==> config.mk <==
export PLATFORM = sky130hd
export DESIGN_NAME = bpa_ctrl
export DESIGN_NICKNAME = d
export VERILOG_FILES = /design/src/rtl/bpa_pkg.sv /design/src/rtl/bpa_ctrl.sv
export SDC_FILE = /design/constraint.sdc
export NUM_CORES = 1
export LEC_CHECK = 0
export ABC_AREA = 1
export BUFFER_PORTS_ARGS = -buffer_cell sky130_fd_sc_hd__buf_2
export CORE_MARGIN = 5
export CORE_UTILIZATION = 50
export CTS_CLUSTER_SIZE = 25
export DETAILED_ROUTE_END_ITERATION = 6
export GPL_ROUTABILITY_DRIVEN = 0
export PLACE_DENSITY = 0.7
export SLEW_MARGIN = 20
export SYNTH_ARGS = -nofsm -noshare
export SYNTH_HDL_FRONTEND = slang
export SYNTH_SLANG_ARGS = --single-unit
==> constraint.sdc <==
create_clock -name aclk -period 7.5 [get_ports aclk]
set_input_delay 0 -clock aclk [delete_from_list [all_inputs] [get_ports aclk]]
set_output_delay 0 -clock aclk [all_outputs]
set_load 0.02 [all_outputs]
==> src/rtl/bpa_pkg.sv <==
// Shared types, constants and register indexes for the bitmap page allocator.
// No dependencies; bpa_ctrl and bitmap_page_allocator import this package, bpa_ram does not.
`default_nettype none

package bpa_pkg;

    localparam int DEF_MAX_PAGES = 32768;
    localparam int DEF_WORD_BITS = 32;

    localparam int CFG_IDX_W  = 4;
    localparam int CFG_DATA_W = 32;

    localparam logic [CFG_IDX_W-1:0] REG_BASE_ADDRESS = CFG_IDX_W'(0);
    localparam logic [CFG_IDX_W-1:0] REG_PAGE_COUNT   = CFG_IDX_W'(1);

    localparam logic [31:0] BASE_RESET       = 32'h0100_0000;
    localparam logic [15:0] PAGE_COUNT_RESET = 16'd28672;

    localparam int          PAGE_SHIFT = 12;
    localparam logic [11:0] PAGE_MASK  = 12'hfff;

    localparam logic CMD_ALLOC = 1'b0;
    localparam logic CMD_FREE  = 1'b1;

    typedef logic [1:0] status_t;
    localparam status_t ST_OK      = 2'd0;
    localparam status_t ST_EMPTY   = 2'd1;
    localparam status_t ST_RANGE   = 2'd2;
    localparam status_t ST_ALREADY = 2'd3;

    typedef struct packed {
        logic        cmd;
        logic [31:0] free_address;
    } bpa_in_t;

    typedef struct packed {
        logic [31:0] page_address;
        status_t     status;
        logic [15:0] free_pages;
    } bpa_out_t;

    typedef enum logic [2:0] {
        S_IDLE,
        S_SCAN,
        S_ALLOC_WR,
        S_FREE_CHK,
        S_FREE_MUL,
        S_FREE_FIX,
        S_FREE_RD,
        S_RESP
    } state_t;

endpackage

`default_nettype wire

==> src/rtl/bpa_ctrl.sv <==
// Command sequencer: word scan for allocation, index split and read-modify-write for
// frees, configuration registers and the result register. Depends on bpa_pkg.
`default_nettype none

module bpa_ctrl #(
    parameter int MAX_PAGES = 32768,
    parameter int WORD_BITS = 32,
    parameter int WORD_COUNT = (MAX_PAGES + WORD_BITS - 1) / WORD_BITS,
    parameter int ADDR_W = (WORD_COUNT > 1) ? $clog2(WORD_COUNT) : 1
) (
    input  wire logic                             aclk,
    input  wire logic                             aresetn,
    input  wire logic                             s_valid,
    output logic                                  s_ready,
    input  wire bpa_pkg::bpa_in_t                 s_data,
    output logic                                  m_valid,
    input  wire logic                             m_ready,
    output bpa_pkg::bpa_out_t                     m_data,
    input  wire logic                             cfg_valid,
    output logic                                  cfg_ready,
    input  wire logic [bpa_pkg::CFG_IDX_W-1:0]    cfg_index,
    input  wire logic [bpa_pkg::CFG_DATA_W-1:0]   cfg_data,
    output logic                                  mem_we,
    output logic      [ADDR_W-1:0]                mem_waddr,
    output logic      [WORD_BITS-1:0]             mem_wdata,
    output logic                                  mem_re,
    output logic      [ADDR_W-1:0]                mem_raddr,
    input  wire logic [WORD_BITS-1:0]             mem_rdata
);

    import bpa_pkg::*;

    localparam int WC_W      = $clog2(WORD_COUNT + 1);
    localparam int BIT_W     = $clog2(WORD_BITS);
    localparam int DIV_RECIP = 65536 / WORD_BITS;

    function automatic logic [15:0] clamp_pages(input logic [15:0] pc);
        if ({16'b0, pc} > 32'(MAX_PAGES)) begin
            return 16'(MAX_PAGES);
        end
        return pc;
    endfunction

    state_t            state_reg,    state_next;
    logic [31:0]       base_reg,     base_next;
    logic [15:0]       managed_reg,  managed_next;
    logic [15:0]       free_cnt_reg, free_cnt_next;
    logic [WC_W-1:0]   hwm_reg,      hwm_next;
    logic              m_valid_reg,  m_valid_next;
    logic              dvld_reg,     dvld_next;

    logic [31:0]       addr_reg,       addr_next;
    logic [WC_W-1:0]   iss_w_reg,      iss_w_next;
    logic [16:0]       iss_first_reg,  iss_first_next;
    logic [WC_W-1:0]   dw_reg,         dw_next;
    logic [15:0]       dfirst_reg,     dfirst_next;
    logic [ADDR_W-1:0] found_w_reg,    found_w_next;
    logic [WORD_BITS-1:0] found_word_reg, found_word_next;
    logic [15:0]       found_idx_reg,  found_idx_next;
    logic [15:0]       fidx_reg,       fidx_next;
    logic [15:0]       qest_reg,       qest_next;
    logic [BIT_W-1:0]  fbit_reg,       fbit_next;
    bpa_out_t          res_reg,        res_next;
    bpa_out_t          m_data_reg,     m_data_next;

    logic [WORD_BITS-1:0] word_eff;
    logic [WORD_BITS-1:0] vmask;
    logic [WORD_BITS-1:0] free_bits;
    logic [WORD_BITS-1:0] low_onehot;
    logic [BIT_W-1:0]     bit_idx;
    logic [15:0]          rem_m;
    logic                 can_issue;
    logic                 any_free;
    logic [31:0]          diff;
    logic [31:0]          recip_prod;
    logic [15:0]          qw;
    logic [15:0]          rem_f;
    logic [15:0]          q_fix;
    logic [15:0]          r_fix;

    // Words at or above the high-water mark were never written since the last clear and read as free.
    assign word_eff   = (dw_reg < hwm_reg) ? mem_rdata : '0;
    assign rem_m      = managed_reg - dfirst_reg;
    assign vmask      = (rem_m >= 16'(WORD_BITS)) ? {WORD_BITS{1'b1}}
                                                   : ~({WORD_BITS{1'b1}} << rem_m);
    assign free_bits  = ~word_eff & vmask;
    assign any_free   = |free_bits;
    assign low_onehot = free_bits & (~free_bits + WORD_BITS'(1));
    assign can_issue  = (iss_w_reg < WC_W'(WORD_COUNT)) && (iss_first_reg < {1'b0, managed_reg});

    always_comb begin
        bit_idx = '0;
        for (int i = 0; i < WORD_BITS; i++) begin
            if (low_onehot[i]) begin
                bit_idx = bit_idx | BIT_W'(i);
            end
        end
    end

    // Page index split into word and bit: reciprocal estimate, then one correction step.
    assign diff       = addr_reg - base_reg;
    assign recip_prod = 32'(fidx_reg) * 32'(DIV_RECIP);
    assign qw         = 16'(32'(qest_reg) * 32'(WORD_BITS));
    assign rem_f      = fidx_reg - qw;
    assign q_fix      = (rem_f >= 16'(WORD_BITS)) ? qest_reg + 16'd1 : qest_reg;
    assign r_fix      = (rem_f >= 16'(WORD_BITS)) ? rem_f - 16'(WORD_BITS) : rem_f;

    always_comb begin
        state_next      = state_reg;
        base_next       = base_reg;
        managed_next    = managed_reg;
        free_cnt_next   = free_cnt_reg;
        hwm_next        = hwm_reg;
        m_valid_next    = m_valid_reg;
        dvld_next       = dvld_reg;
        addr_next       = addr_reg;
        iss_w_next      = iss_w_reg;
        iss_first_next  = iss_first_reg;
        dw_next         = dw_reg;
        dfirst_next     = dfirst_reg;
        found_w_next    = found_w_reg;
        found_word_next = found_word_reg;
        found_idx_next  = found_idx_reg;
        fidx_next       = fidx_reg;
        qest_next       = qest_reg;
        fbit_next       = fbit_reg;
        res_next        = res_reg;
        m_data_next     = m_data_reg;
        mem_we          = 1'b0;
        mem_waddr       = found_w_reg;
        mem_wdata       = found_word_reg;
        mem_re          = 1'b0;
        mem_raddr       = iss_w_reg[ADDR_W-1:0];

        if (m_valid_reg && m_ready) begin
            m_valid_next = 1'b0;
        end

        unique case (state_reg)
            S_IDLE: begin
                if (s_valid && s_ready) begin
                    addr_next = s_data.free_address;
                    if (s_data.cmd == CMD_FREE) begin
                        state_next = S_FREE_CHK;
                    end else if (free_cnt_reg == 16'd0) begin
                        res_next   = '{page_address: 32'd0, status: ST_EMPTY,
                                       free_pages: free_cnt_reg};
                        state_next = S_RESP;
                    end else begin
                        iss_w_next     = '0;
                        iss_first_next = '0;
                        dvld_next      = 1'b0;
                        state_next     = S_SCAN;
                    end
                end
            end
            S_SCAN: begin
                dvld_next = 1'b0;
                if (can_issue) begin
                    mem_re         = 1'b1;
                    mem_raddr      = iss_w_reg[ADDR_W-1:0];
                    iss_w_next     = iss_w_reg + WC_W'(1);
                    iss_first_next = iss_first_reg + 17'(WORD_BITS);
                    dvld_next      = 1'b1;
                    dw_next        = iss_w_reg;
                    dfirst_next    = iss_first_reg[15:0];
                end
                if (dvld_reg && any_free) begin
                    found_w_next    = dw_reg[ADDR_W-1:0];
                    found_word_next = word_eff | low_onehot;
                    found_idx_next  = dfirst_reg + 16'(bit_idx);
                    state_next      = S_ALLOC_WR;
                end else if (!dvld_reg && !can_issue) begin
                    res_next   = '{page_address: 32'd0, status: ST_EMPTY,
                                   free_pages: free_cnt_reg};
                    state_next = S_RESP;
                end
            end
            S_ALLOC_WR: begin
                mem_we    = 1'b1;
                mem_waddr = found_w_reg;
                mem_wdata = found_word_reg;
                if (WC_W'(found_w_reg) >= hwm_reg) begin
                    hwm_next = WC_W'(found_w_reg) + WC_W'(1);
                end
                free_cnt_next = free_cnt_reg - 16'd1;
                res_next   = '{page_address: base_reg + {4'b0, found_idx_reg, 12'b0},
                               status: ST_OK, free_pages: free_cnt_reg - 16'd1};
                state_next = S_RESP;
            end
            S_FREE_CHK: begin
                if ((addr_reg[11:0] & PAGE_MASK) != 12'd0
                    || diff[31:PAGE_SHIFT] >= {4'b0, managed_reg}) begin
                    res_next   = '{page_address: 32'd0, status: ST_RANGE,
                                   free_pages: free_cnt_reg};
                    state_next = S_RESP;
                end else begin
                    fidx_next  = diff[27:PAGE_SHIFT];
                    state_next = S_FREE_MUL;
                end
            end
            S_FREE_MUL: begin
                qest_next  = recip_prod[31:16];
                state_next = S_FREE_FIX;
            end
            S_FREE_FIX: begin
                mem_re       = 1'b1;
                mem_raddr    = q_fix[ADDR_W-1:0];
                dw_next      = WC_W'(q_fix);
                found_w_next = q_fix[ADDR_W-1:0];
                fbit_next    = r_fix[BIT_W-1:0];
                state_next   = S_FREE_RD;
            end
            S_FREE_RD: begin
                if (!word_eff[fbit_reg]) begin
                    res_next = '{page_address: 32'd0, status: ST_ALREADY,
                                 free_pages: free_cnt_reg};
                end else begin
                    mem_we        = 1'b1;
                    mem_waddr     = found_w_reg;
                    mem_wdata     = word_eff & ~(WORD_BITS'(1) << fbit_reg);
                    free_cnt_next = free_cnt_reg + 16'd1;
                    res_next      = '{page_address: 32'd0, status: ST_OK,
                                      free_pages: free_cnt_reg + 16'd1};
                end
                state_next = S_RESP;
            end
            S_RESP: begin
                if (!m_valid_reg || m_ready) begin
                    m_valid_next = 1'b1;
                    m_data_next  = res_reg;
                    state_next   = S_IDLE;
                end
            end
            default: begin
                state_next = S_IDLE;
            end
        endcase

        // A page_count write restarts the bitmap: the high-water mark drops to zero.
        if (cfg_valid && cfg_ready) begin
            if (cfg_index == REG_BASE_ADDRESS) begin
                base_next = {cfg_data[31:PAGE_SHIFT], 12'b0};
            end else if (cfg_index == REG_PAGE_COUNT) begin
                managed_next  = clamp_pages(cfg_data[15:0]);
                free_cnt_next = clamp_pages(cfg_data[15:0]);
                hwm_next      = '0;
            end
        end
    end

    always_ff @(posedge aclk) begin
        if (!aresetn) begin
            state_reg    <= S_IDLE;
            base_reg     <= BASE_RESET;
            managed_reg  <= clamp_pages(PAGE_COUNT_RESET);
            free_cnt_reg <= clamp_pages(PAGE_COUNT_RESET);
            hwm_reg      <= '0;
            m_valid_reg  <= 1'b0;
            dvld_reg     <= 1'b0;
        end else begin
            state_reg    <= state_next;
            base_reg     <= base_next;
            managed_reg  <= managed_next;
            free_cnt_reg <= free_cnt_next;
            hwm_reg      <= hwm_next;
            m_valid_reg  <= m_valid_next;
            dvld_reg     <= dvld_next;
        end
    end

    always_ff @(posedge aclk) begin
        addr_reg       <= addr_next;
        iss_w_reg      <= iss_w_next;
        iss_first_reg  <= iss_first_next;
        dw_reg         <= dw_next;
        dfirst_reg     <= dfirst_next;
        found_w_reg    <= found_w_next;
        found_word_reg <= found_word_next;
        found_idx_reg  <= found_idx_next;
        fidx_reg       <= fidx_next;
        qest_reg       <= qest_next;
        fbit_reg       <= fbit_next;
        res_reg        <= res_next;
        m_data_reg     <= m_data_next;
    end

    assign s_ready   = (state_reg == S_IDLE);
    assign cfg_ready = 1'b1;
    assign m_valid   = m_valid_reg;
    assign m_data    = m_data_reg;

    a_accept_leaves_idle: assert property (@(posedge aclk) disable iff (!aresetn)
        s_valid && s_ready |=> state_reg != S_IDLE)
        else $error("accepted command did not start processing");

    a_free_count_bound: assert property (@(posedge aclk) disable iff (!aresetn)
        free_cnt_reg <= managed_reg)
        else $error("free count exceeds managed pages");

    a_write_states: assert property (@(posedge aclk) disable iff (!aresetn)
        mem_we |-> (state_reg == S_ALLOC_WR || state_reg == S_FREE_RD))
        else $error("bitmap written outside a write state");

    a_write_below_mark: assert property (@(posedge aclk) disable iff (!aresetn)
        mem_we |-> WC_W'(mem_waddr) <= hwm_reg)
        else $error("bitmap write skips past the high-water mark");

    a_hwm_bound: assert property (@(posedge aclk) disable iff (!aresetn)
        hwm_reg <= WC_W'(WORD_COUNT))
        else $error("high-water mark beyond bitmap depth");

endmodule

`default_nettype wire

==> results of run 1 <==
-- layer usage --
layer,share of wire (%),wire length [µm]
met1,40,23000
met4,3.9,2250
met5,0,0
met3,9.4,5440
met2,47,27300
-- where the power goes --
group	switching, mW	leakage [nW]	internal [mW]	total (mW)
clock	0.730	0.642	1.21	1.94
combinational	1.76	6.77	0.763	2.53
sequential	0.250	2.81	2.42	2.67
-- worst max-delay path: stages, from the launching register on --
cell and delay [ns]:
edfxtp_1 0.39, ha_1 0.31, nand2_1 0.06, nor2_1 0.18
nand3_1 0.10, nand2_1 0.16, clkinv_1 0.74, nand2_1 0.40
o22ai_1 0.11, o21bai_1 0.18, o221ai_1 0.20, nand3_1 0.71
nand3_1 0.28, buf_4 0.39, inv_2 0.31, nand2_1 0.17
nand2_1 0.09, buf_2 0.17
-- worst paths after layout --
path / cells after the start / start / to
max reg2reg: 17 / dw_reg[10]$_DFFE_PP_ / res_reg[1]$_DFFE_PP_
min reg2reg: 0 / res_reg[42]$_SDFFCE_PP0P_ / m_data[42]$_DFFE_PP_
max: 17 / dw_reg[10]$_DFFE_PP_ / mem_wdata[27]
min: 3 / aresetn / state_reg[0]$_SDFFE_PN0P_
-- final cells by class --
| cell class | instances | area [µm²] | area share, % |
|---|---|---|---|
| multi-input cells | 1588 | 8820 | 38.9 |
| flip-flops and latches | 311 | 8660 | 38.1 |
| repair buffers | 310 | 2080 | 9.18 |
| inverters | 316 | 1190 | 5.22 |
| clock buffers | 45 | 1020 | 4.48 |
| well taps | 511 | 639 | 2.82 |
| clock inverters | 21 | 294 | 1.30 |
| diodes | 1 | 2.50 | 0.0110 |
-- cells by family after synthesis --
group,synth area share (%)
DFF,45.7
AOI/OAI and AO/OA,12.9
buffers and inverters,8.28
and+or+nand+nor,23.5
xor gates and xnor gates,2.17
other,0.0396
adders and majority gates,7.44
-- cell usage in the layout (no fill, tap or decap), types with 7 or more instances in the layout --
cell type / count
dlygate4sd3_1: 97
nor4_1: 14
edfxtp_1: 243
o211ai_1: 24
clkbuf_16: 38
buf_2: 199
inv_2: 7
a31oi_1: 15
nand3b_1: 9
a211oi_1: 8
xor2_1: 37
nand2_1: 521
bufinv_16: 7
buf_4: 13
o21a_1: 10
xnor2_1: 10
clkinv_1: 10
o21ai_0: 156
nor2_4: 11
nand3_1: 123
nand2_2: 12
conb_1: 13
a21oi_1: 178
nand4_1: 36
nor3_1: 50
inv_1: 302
dfxtp_1: 68
nor2_1: 157
o21bai_1: 19
ha_1: 108
-- stage by stage --
stage	instance area, µm²	util, %	hold WS (ns)	setup slack [ns]	power [mW]
after global placement	20400	54.3	0.177	2.48	5.04
after detailed placement	20400	54.3	0.178	2.36	5.13
after global routing	22700	60.4	0.0687	1.51	7.52
final	22700	60.4	0.0537	1.96	7.14
after CTS	22700	60.4	0.00705	2.09	7.12
after floorplan	19000	-	0.0989	2.65	4.36
==> impl_metrics.py, run 1 <==
metrics = {
    "placement": {
        "port_buffers": 199,
        "dp.cells": 2938,
        "dpl.hpwl_mm": 43.1,
    },
    "floorplanning": {
        "die_w_um": 205,
        "core_area_mm2": 0.0376,
        "die_area_mm2": 0.0419,
        "fp.dieH_um": 205,
        "initial_core_util_pct": 50.5,
        "io_pins": 213,
        "rows": 71,
    },
    "layout": {
        "num-fill-cells": 3184,
        "finalNonFillerCells": 3103,
        "final_nets": 2780,
        "area_delta_synth_final_pct": 19.7,
        "drive_above_1_share_pct": 13.2,
    },
    "synthesis": {
        "netlist_area_mm2": 0.0190,
        "yosys.cell_types.count": 54,
        "ys.flop_type": "edfxtp_1",
        "synthCells": 2277,
        "ys_ff_latch": 311,
        "synth.area.top_cells": "edfxtp_1 (38%), nand2_1 (10%), dfxtp_1 (7.2%)",
        "synth.cells.most_frequent": "nand2_1 (521), inv_1 (302), edfxtp_1 (243)",
        "yosysMostFrequentCell": "nand2_1",
        "ys_warn_count": 0,
        "yosysSeqAreaShare_pct": 45.7,
        "synth.top_cell.area_share_pct": 38.5,
        "yosysTopAreaCell": "edfxtp_1",
        "syn-mean-instance-area_um2": 8.33,
        "synth-edff-count": 243,
        "synthArstFlopShare_pct": 0,
    },
    "clocking": {
        "cts_inserted_buffers": 36,
        "ctsResizeCount": 0,
        "cts_hold_buf": 97,
        "insertion_delay_ns": 0.55,
        "htreeDepth": 2,
        "clk_path_buf_depth": 3,
        "cts.sinks": 311,
        "clk_pin_slew_ns": 0.07,
        "clockRootBuffer": "clkbuf_16",
        "cts_setup_buffers": 0,
        "cts_tree": "yes",
    },
    "global_routing": {
        "grt_pass1_vias": 16700,
        "grt_usage_pct": 26.7,
        "antenna_found_initial": 0,
        "met3_usage_pct": 4.97,
        "grt_pass1_wl_mm": 88.8,
        "grt_use_met2_pct": 45.1,
        "grt_max_degree": 49,
        "use_met1_pct": 34.7,
        "gr-total-overflow": 0,
        "grt-busiest-layer": "met2",
    },
    "detailed_routing": {
        "dr.pass1.iters": 6,
        "routed_wl_mm": 58.0,
        "drc": 0,
        "routedWlPerCell_um": 18.7,
        "drtIter0Drc": 2110,
        "vias_per_cell": 5.65,
        "drtAntennaViolNets": 0,
        "vias": 17500,
    },
    "sta": {
        "max_slew.worst_pin.slew_ns": 1.08,
        "rsz0062_at_grt": "false",
        "hold_violations": 0,
        "relSlewSlack_pct": 27.7,
        "timing.final.crit_share_pct": 73.9,
        "fin_skew_ns": 0.0218,
        "slew_violations": 0,
        "finalSetupTns_ns": 0,
        "max_freq_mhz": 180,
        "min_period_ns": 5.54,
        "setup_viol": 0,
    },
    "hold_path": {
        "hold_path.class": "in -> reg",
    },
    "critical_path": {
        "crit_arrival_ns": 5.54,
        "crit_type": "reg -> out",
        "worst_ep_required_time_ns": 7.50,
        "startpoint_type": "flip-flop",
        "rrSetupSlack_ns": 2.18,
        "cp-end-kind": "output pin",
        "crit_fanout": 39,
    },
    "outcome": {
        "outcome": "finished, final reports clean",
    },
    "power_and_ir_drop": {
        "vdd_drop_max_v": 0.000216,
        "leakage_nw": 10.2,
        "powerDensity_mw_per_mm2": 314,
    },
    "run": {
        "maxCapViolations": 0,
    },
}
(Power assumes the default switching activity.)
==> inputs of run 2 (changes only) <==
==> constraint.sdc (replaced) <==
create_clock -name aclk -period 5.2 [get_ports aclk]
set_input_delay 0 -clock aclk [delete_from_list [all_inputs] [get_ports aclk]]
set_output_delay 0 -clock aclk [all_outputs]
set_load 0.02 [all_outputs]
==> impl_metrics.py, run 2 (synthesized netlist as in run 1, its figures left out) <==
metrics = {
    "sta": {
        "hold_violations": 0,
        "timing.final.crit_share_pct": 89.8,
        "setup_viol": 0,
        "relSlewSlack_pct": 25.8,
        "min_period_ns": 4.67,
        "finalSetupTns_ns": 0,
        "fin_skew_ns": 0.0141,
        "slew_violations": 0,
        "rsz0062_at_grt": "false",
        "max_slew.worst_pin.slew_ns": 1.11,
        "fin_hold_ws_ns": 0.0554,
        "max_freq_mhz": 214,
    },
    "clocking": {
        "cts_setup_buffers": 0,
        "cts.sinks": 311,
        "insertion_delay_ns": 0.54,
        "cts_tree": "yes",
        "cts_inserted_buffers": 36,
        "htreeDepth": 2,
        "clockRootBuffer": "clkbuf_16",
        "clk_pin_slew_ns": 0.06,
        "clk_path_buf_depth": 3,
    },
    "critical_path": {
        "crit_arrival_ns": 4.67,
        "worst_ep_required_time_ns": 5.20,
        "worst-r2r-cell-count": 23,
        "rrSetupSlack_ns": 0.54,
        "r2r-end": "res_reg[40]$_SDFFCE_PP0P_",
        "r2r_start": "base_reg[15]$_SDFFE_PN0P_",
        "startpoint_type": "flip-flop",
        "crit_type": "reg -> out",
        "crit_fanout": 38,
        "cp-end-kind": "output pin",
    },
    "layout": {
        "finalNonFillerCells": 3103,
        "layout_commonest_cell": "nand2_1",
        "design_area_mm2": 0.0226,
        "final_cell_mix": "nand2_1 (521), inv_1 (301), edfxtp_1 (243)",
        "final_nets": 2783,
        "final_core_util_pct": 60.3,
        "area_delta_synth_final_pct": 19.5,
        "drive_above_1_share_pct": 13.2,
        "antenna_cells": 0,
    },
    "detailed_routing": {
        "drc": 4,
        "wirelength_met1_mm": 23.0,
        "drtIter0Drc": 1967,
        "routedWlPerCell_um": 18.3,
        "route.met3.wl_mm": 5.24,
        "routed_wl_mm": 56.8,
        "drtAntennaViolNets": 0,
        "top_layer": "met4",
        "wl_met2_mm": 26.3,
        "dr.pass1.iters": 7,
        "vias": 17400,
        "vias_per_cell": 5.60,
    },
    "global_routing": {
        "grt_max_degree": 49,
        "gr-total-overflow": 0,
        "grt_usage_pct": 26.4,
        "antenna_found_initial": 0,
        "grt_pass1_vias": 16700,
        "grt_pass1_wl_mm": 87.9,
    },
    "floorplanning": {
        "die_w_um": 205,
        "io_pins": 213,
        "rows": 71,
        "die_area_mm2": 0.0419,
        "initial_core_util_pct": 50.5,
        "fp.dieH_um": 205,
        "core_area_mm2": 0.0376,
    },
    "placement": {
        "dp.cells": 2942,
        "placed_cell_area_mm2": 0.0204,
        "dpl.hpwl_mm": 43.2,
        "port_buffers": 199,
    },
    "outcome": {
        "violations": "design-rule violations",
        "outcome": "finished, violations left",
    },
    "hold_path": {
        "worst_hold_path.num_cells": 3,
        "hold_end": "managed_reg[10]$_SDFFE_PN0P_",
        "hold_path.class": "in -> reg",
        "hold_start": "cfg_data[10]",
    },
    "power_and_ir_drop": {
        "p_comb_share_pct": 35.9,
        "powerDensity_mw_per_mm2": 447,
        "seq_power_share_pct": 38.0,
        "vdd_drop_max_v": 0.000270,
        "clkPwrFrac_pct": 26.2,
        "internal_power_mw": 6.25,
        "switching_power_mw": 3.88,
        "leakage_nw": 10.2,
        "switching_share_pct": 38.3,
    },
    "run": {
        "maxCapViolations": 0,
    },
}
run 2: cell count changes in the layout (fill, tap and decap cells not counted), moves of 2 or more:
cell and delta:
clkbuf_1 +4, buf_4 +3, bufinv_16 -2, clkbuf_8 +2, inv_6 -2
run 2: worst max-delay path, stage by stage, from the launching register on:
cell	delay (ns)
dfxtp_1	0.32
inv_1	0.07
ha_1	0.31
a21oi_1	0.13
o21ai_0	0.12
a21oi_1	0.13
nand2_1	0.17
clkinv_1	0.08
buf_4	0.34
nand2_1	0.23
o22ai_1	0.20
nor2_1	0.07
o211ai_1	0.10
nand3_1	0.15
o211ai_1	0.32
nand3_1	0.21
buf_4	0.31
inv_2	0.43
nand2_1	0.10
nand2_1	0.11
buf_2	0.17
run 2: layer usage:
metal | vias up | track usage (%)
met1 | 8016 | 34.6
li1 | 8271 | -
met4 | 0 | 9.50
met2 | 912 | 43.8
met5 | - | 0
met3 | 189 | 5.37
run 2: worst max-delay path by stage:
stage | start | endpoint | slack, ns
after floorplan | dfirst_reg[5]$_DFFE_PP_ | found_idx_reg[0]$_DFFE_PP_ | 0.35
after CTS | base_reg[16]$_SDFFE_PN0P_ | res_reg[39]$_SDFFCE_PP0P_ | 0.51
after detailed placement | base_reg[16]$_SDFFE_PN0P_ | res_reg[42]$_SDFFCE_PP0P_ | 0.55
final | hwm_reg[10]$_SDFF_PN0_ | mem_wdata[30] | 0.53
after global placement | base_reg[14]$_SDFFE_PN0P_ | res_reg[40]$_SDFFCE_PP0P_ | 0.70
after global routing | base_reg[14]$_SDFFE_PN0P_ | res_reg[44]$_SDFFCE_PP0P_ | 0.11
run 2: cell type report:
class	instances	area, µm²
fill	3202	14900
sequential	311	8660
timing repair buffer	313	2120
tap	511	639
multi-input combinational	1588	8820
inverter	316	1190
clock buffer	50	1030
clock inverter	14	194
run 2: power groups by stage:
stage	Combinational [mW]	Clock [mW]	Sequential [mW]
3_5_place_dp	3.50	0	3.89
5_1_grt	4.02	2.81	3.89
3_3_place_gp	3.41	0	3.87
2_1_floorplan	2.50	0	3.79
6_report	3.63	2.65	3.84
4_1_cts	3.58	2.70	3.84
run 2: per-stage QoR:
step,setup WS (ns),total power [mW]
6_report,0.531,10.1
5_1_grt,0.113,10.7
4_1_cts,0.512,10.1
3_5_place_dp,0.550,7.39
3_3_place_gp,0.700,7.29
2_1_floorplan,0.352,6.29
run 2: repair_timing:
item	4_1_cts	5_1_grt
hold buffers	96	0
endpoints found under the setup margin	0	27
hold endpoints to repair	104	0
gates resized for setup	0	1
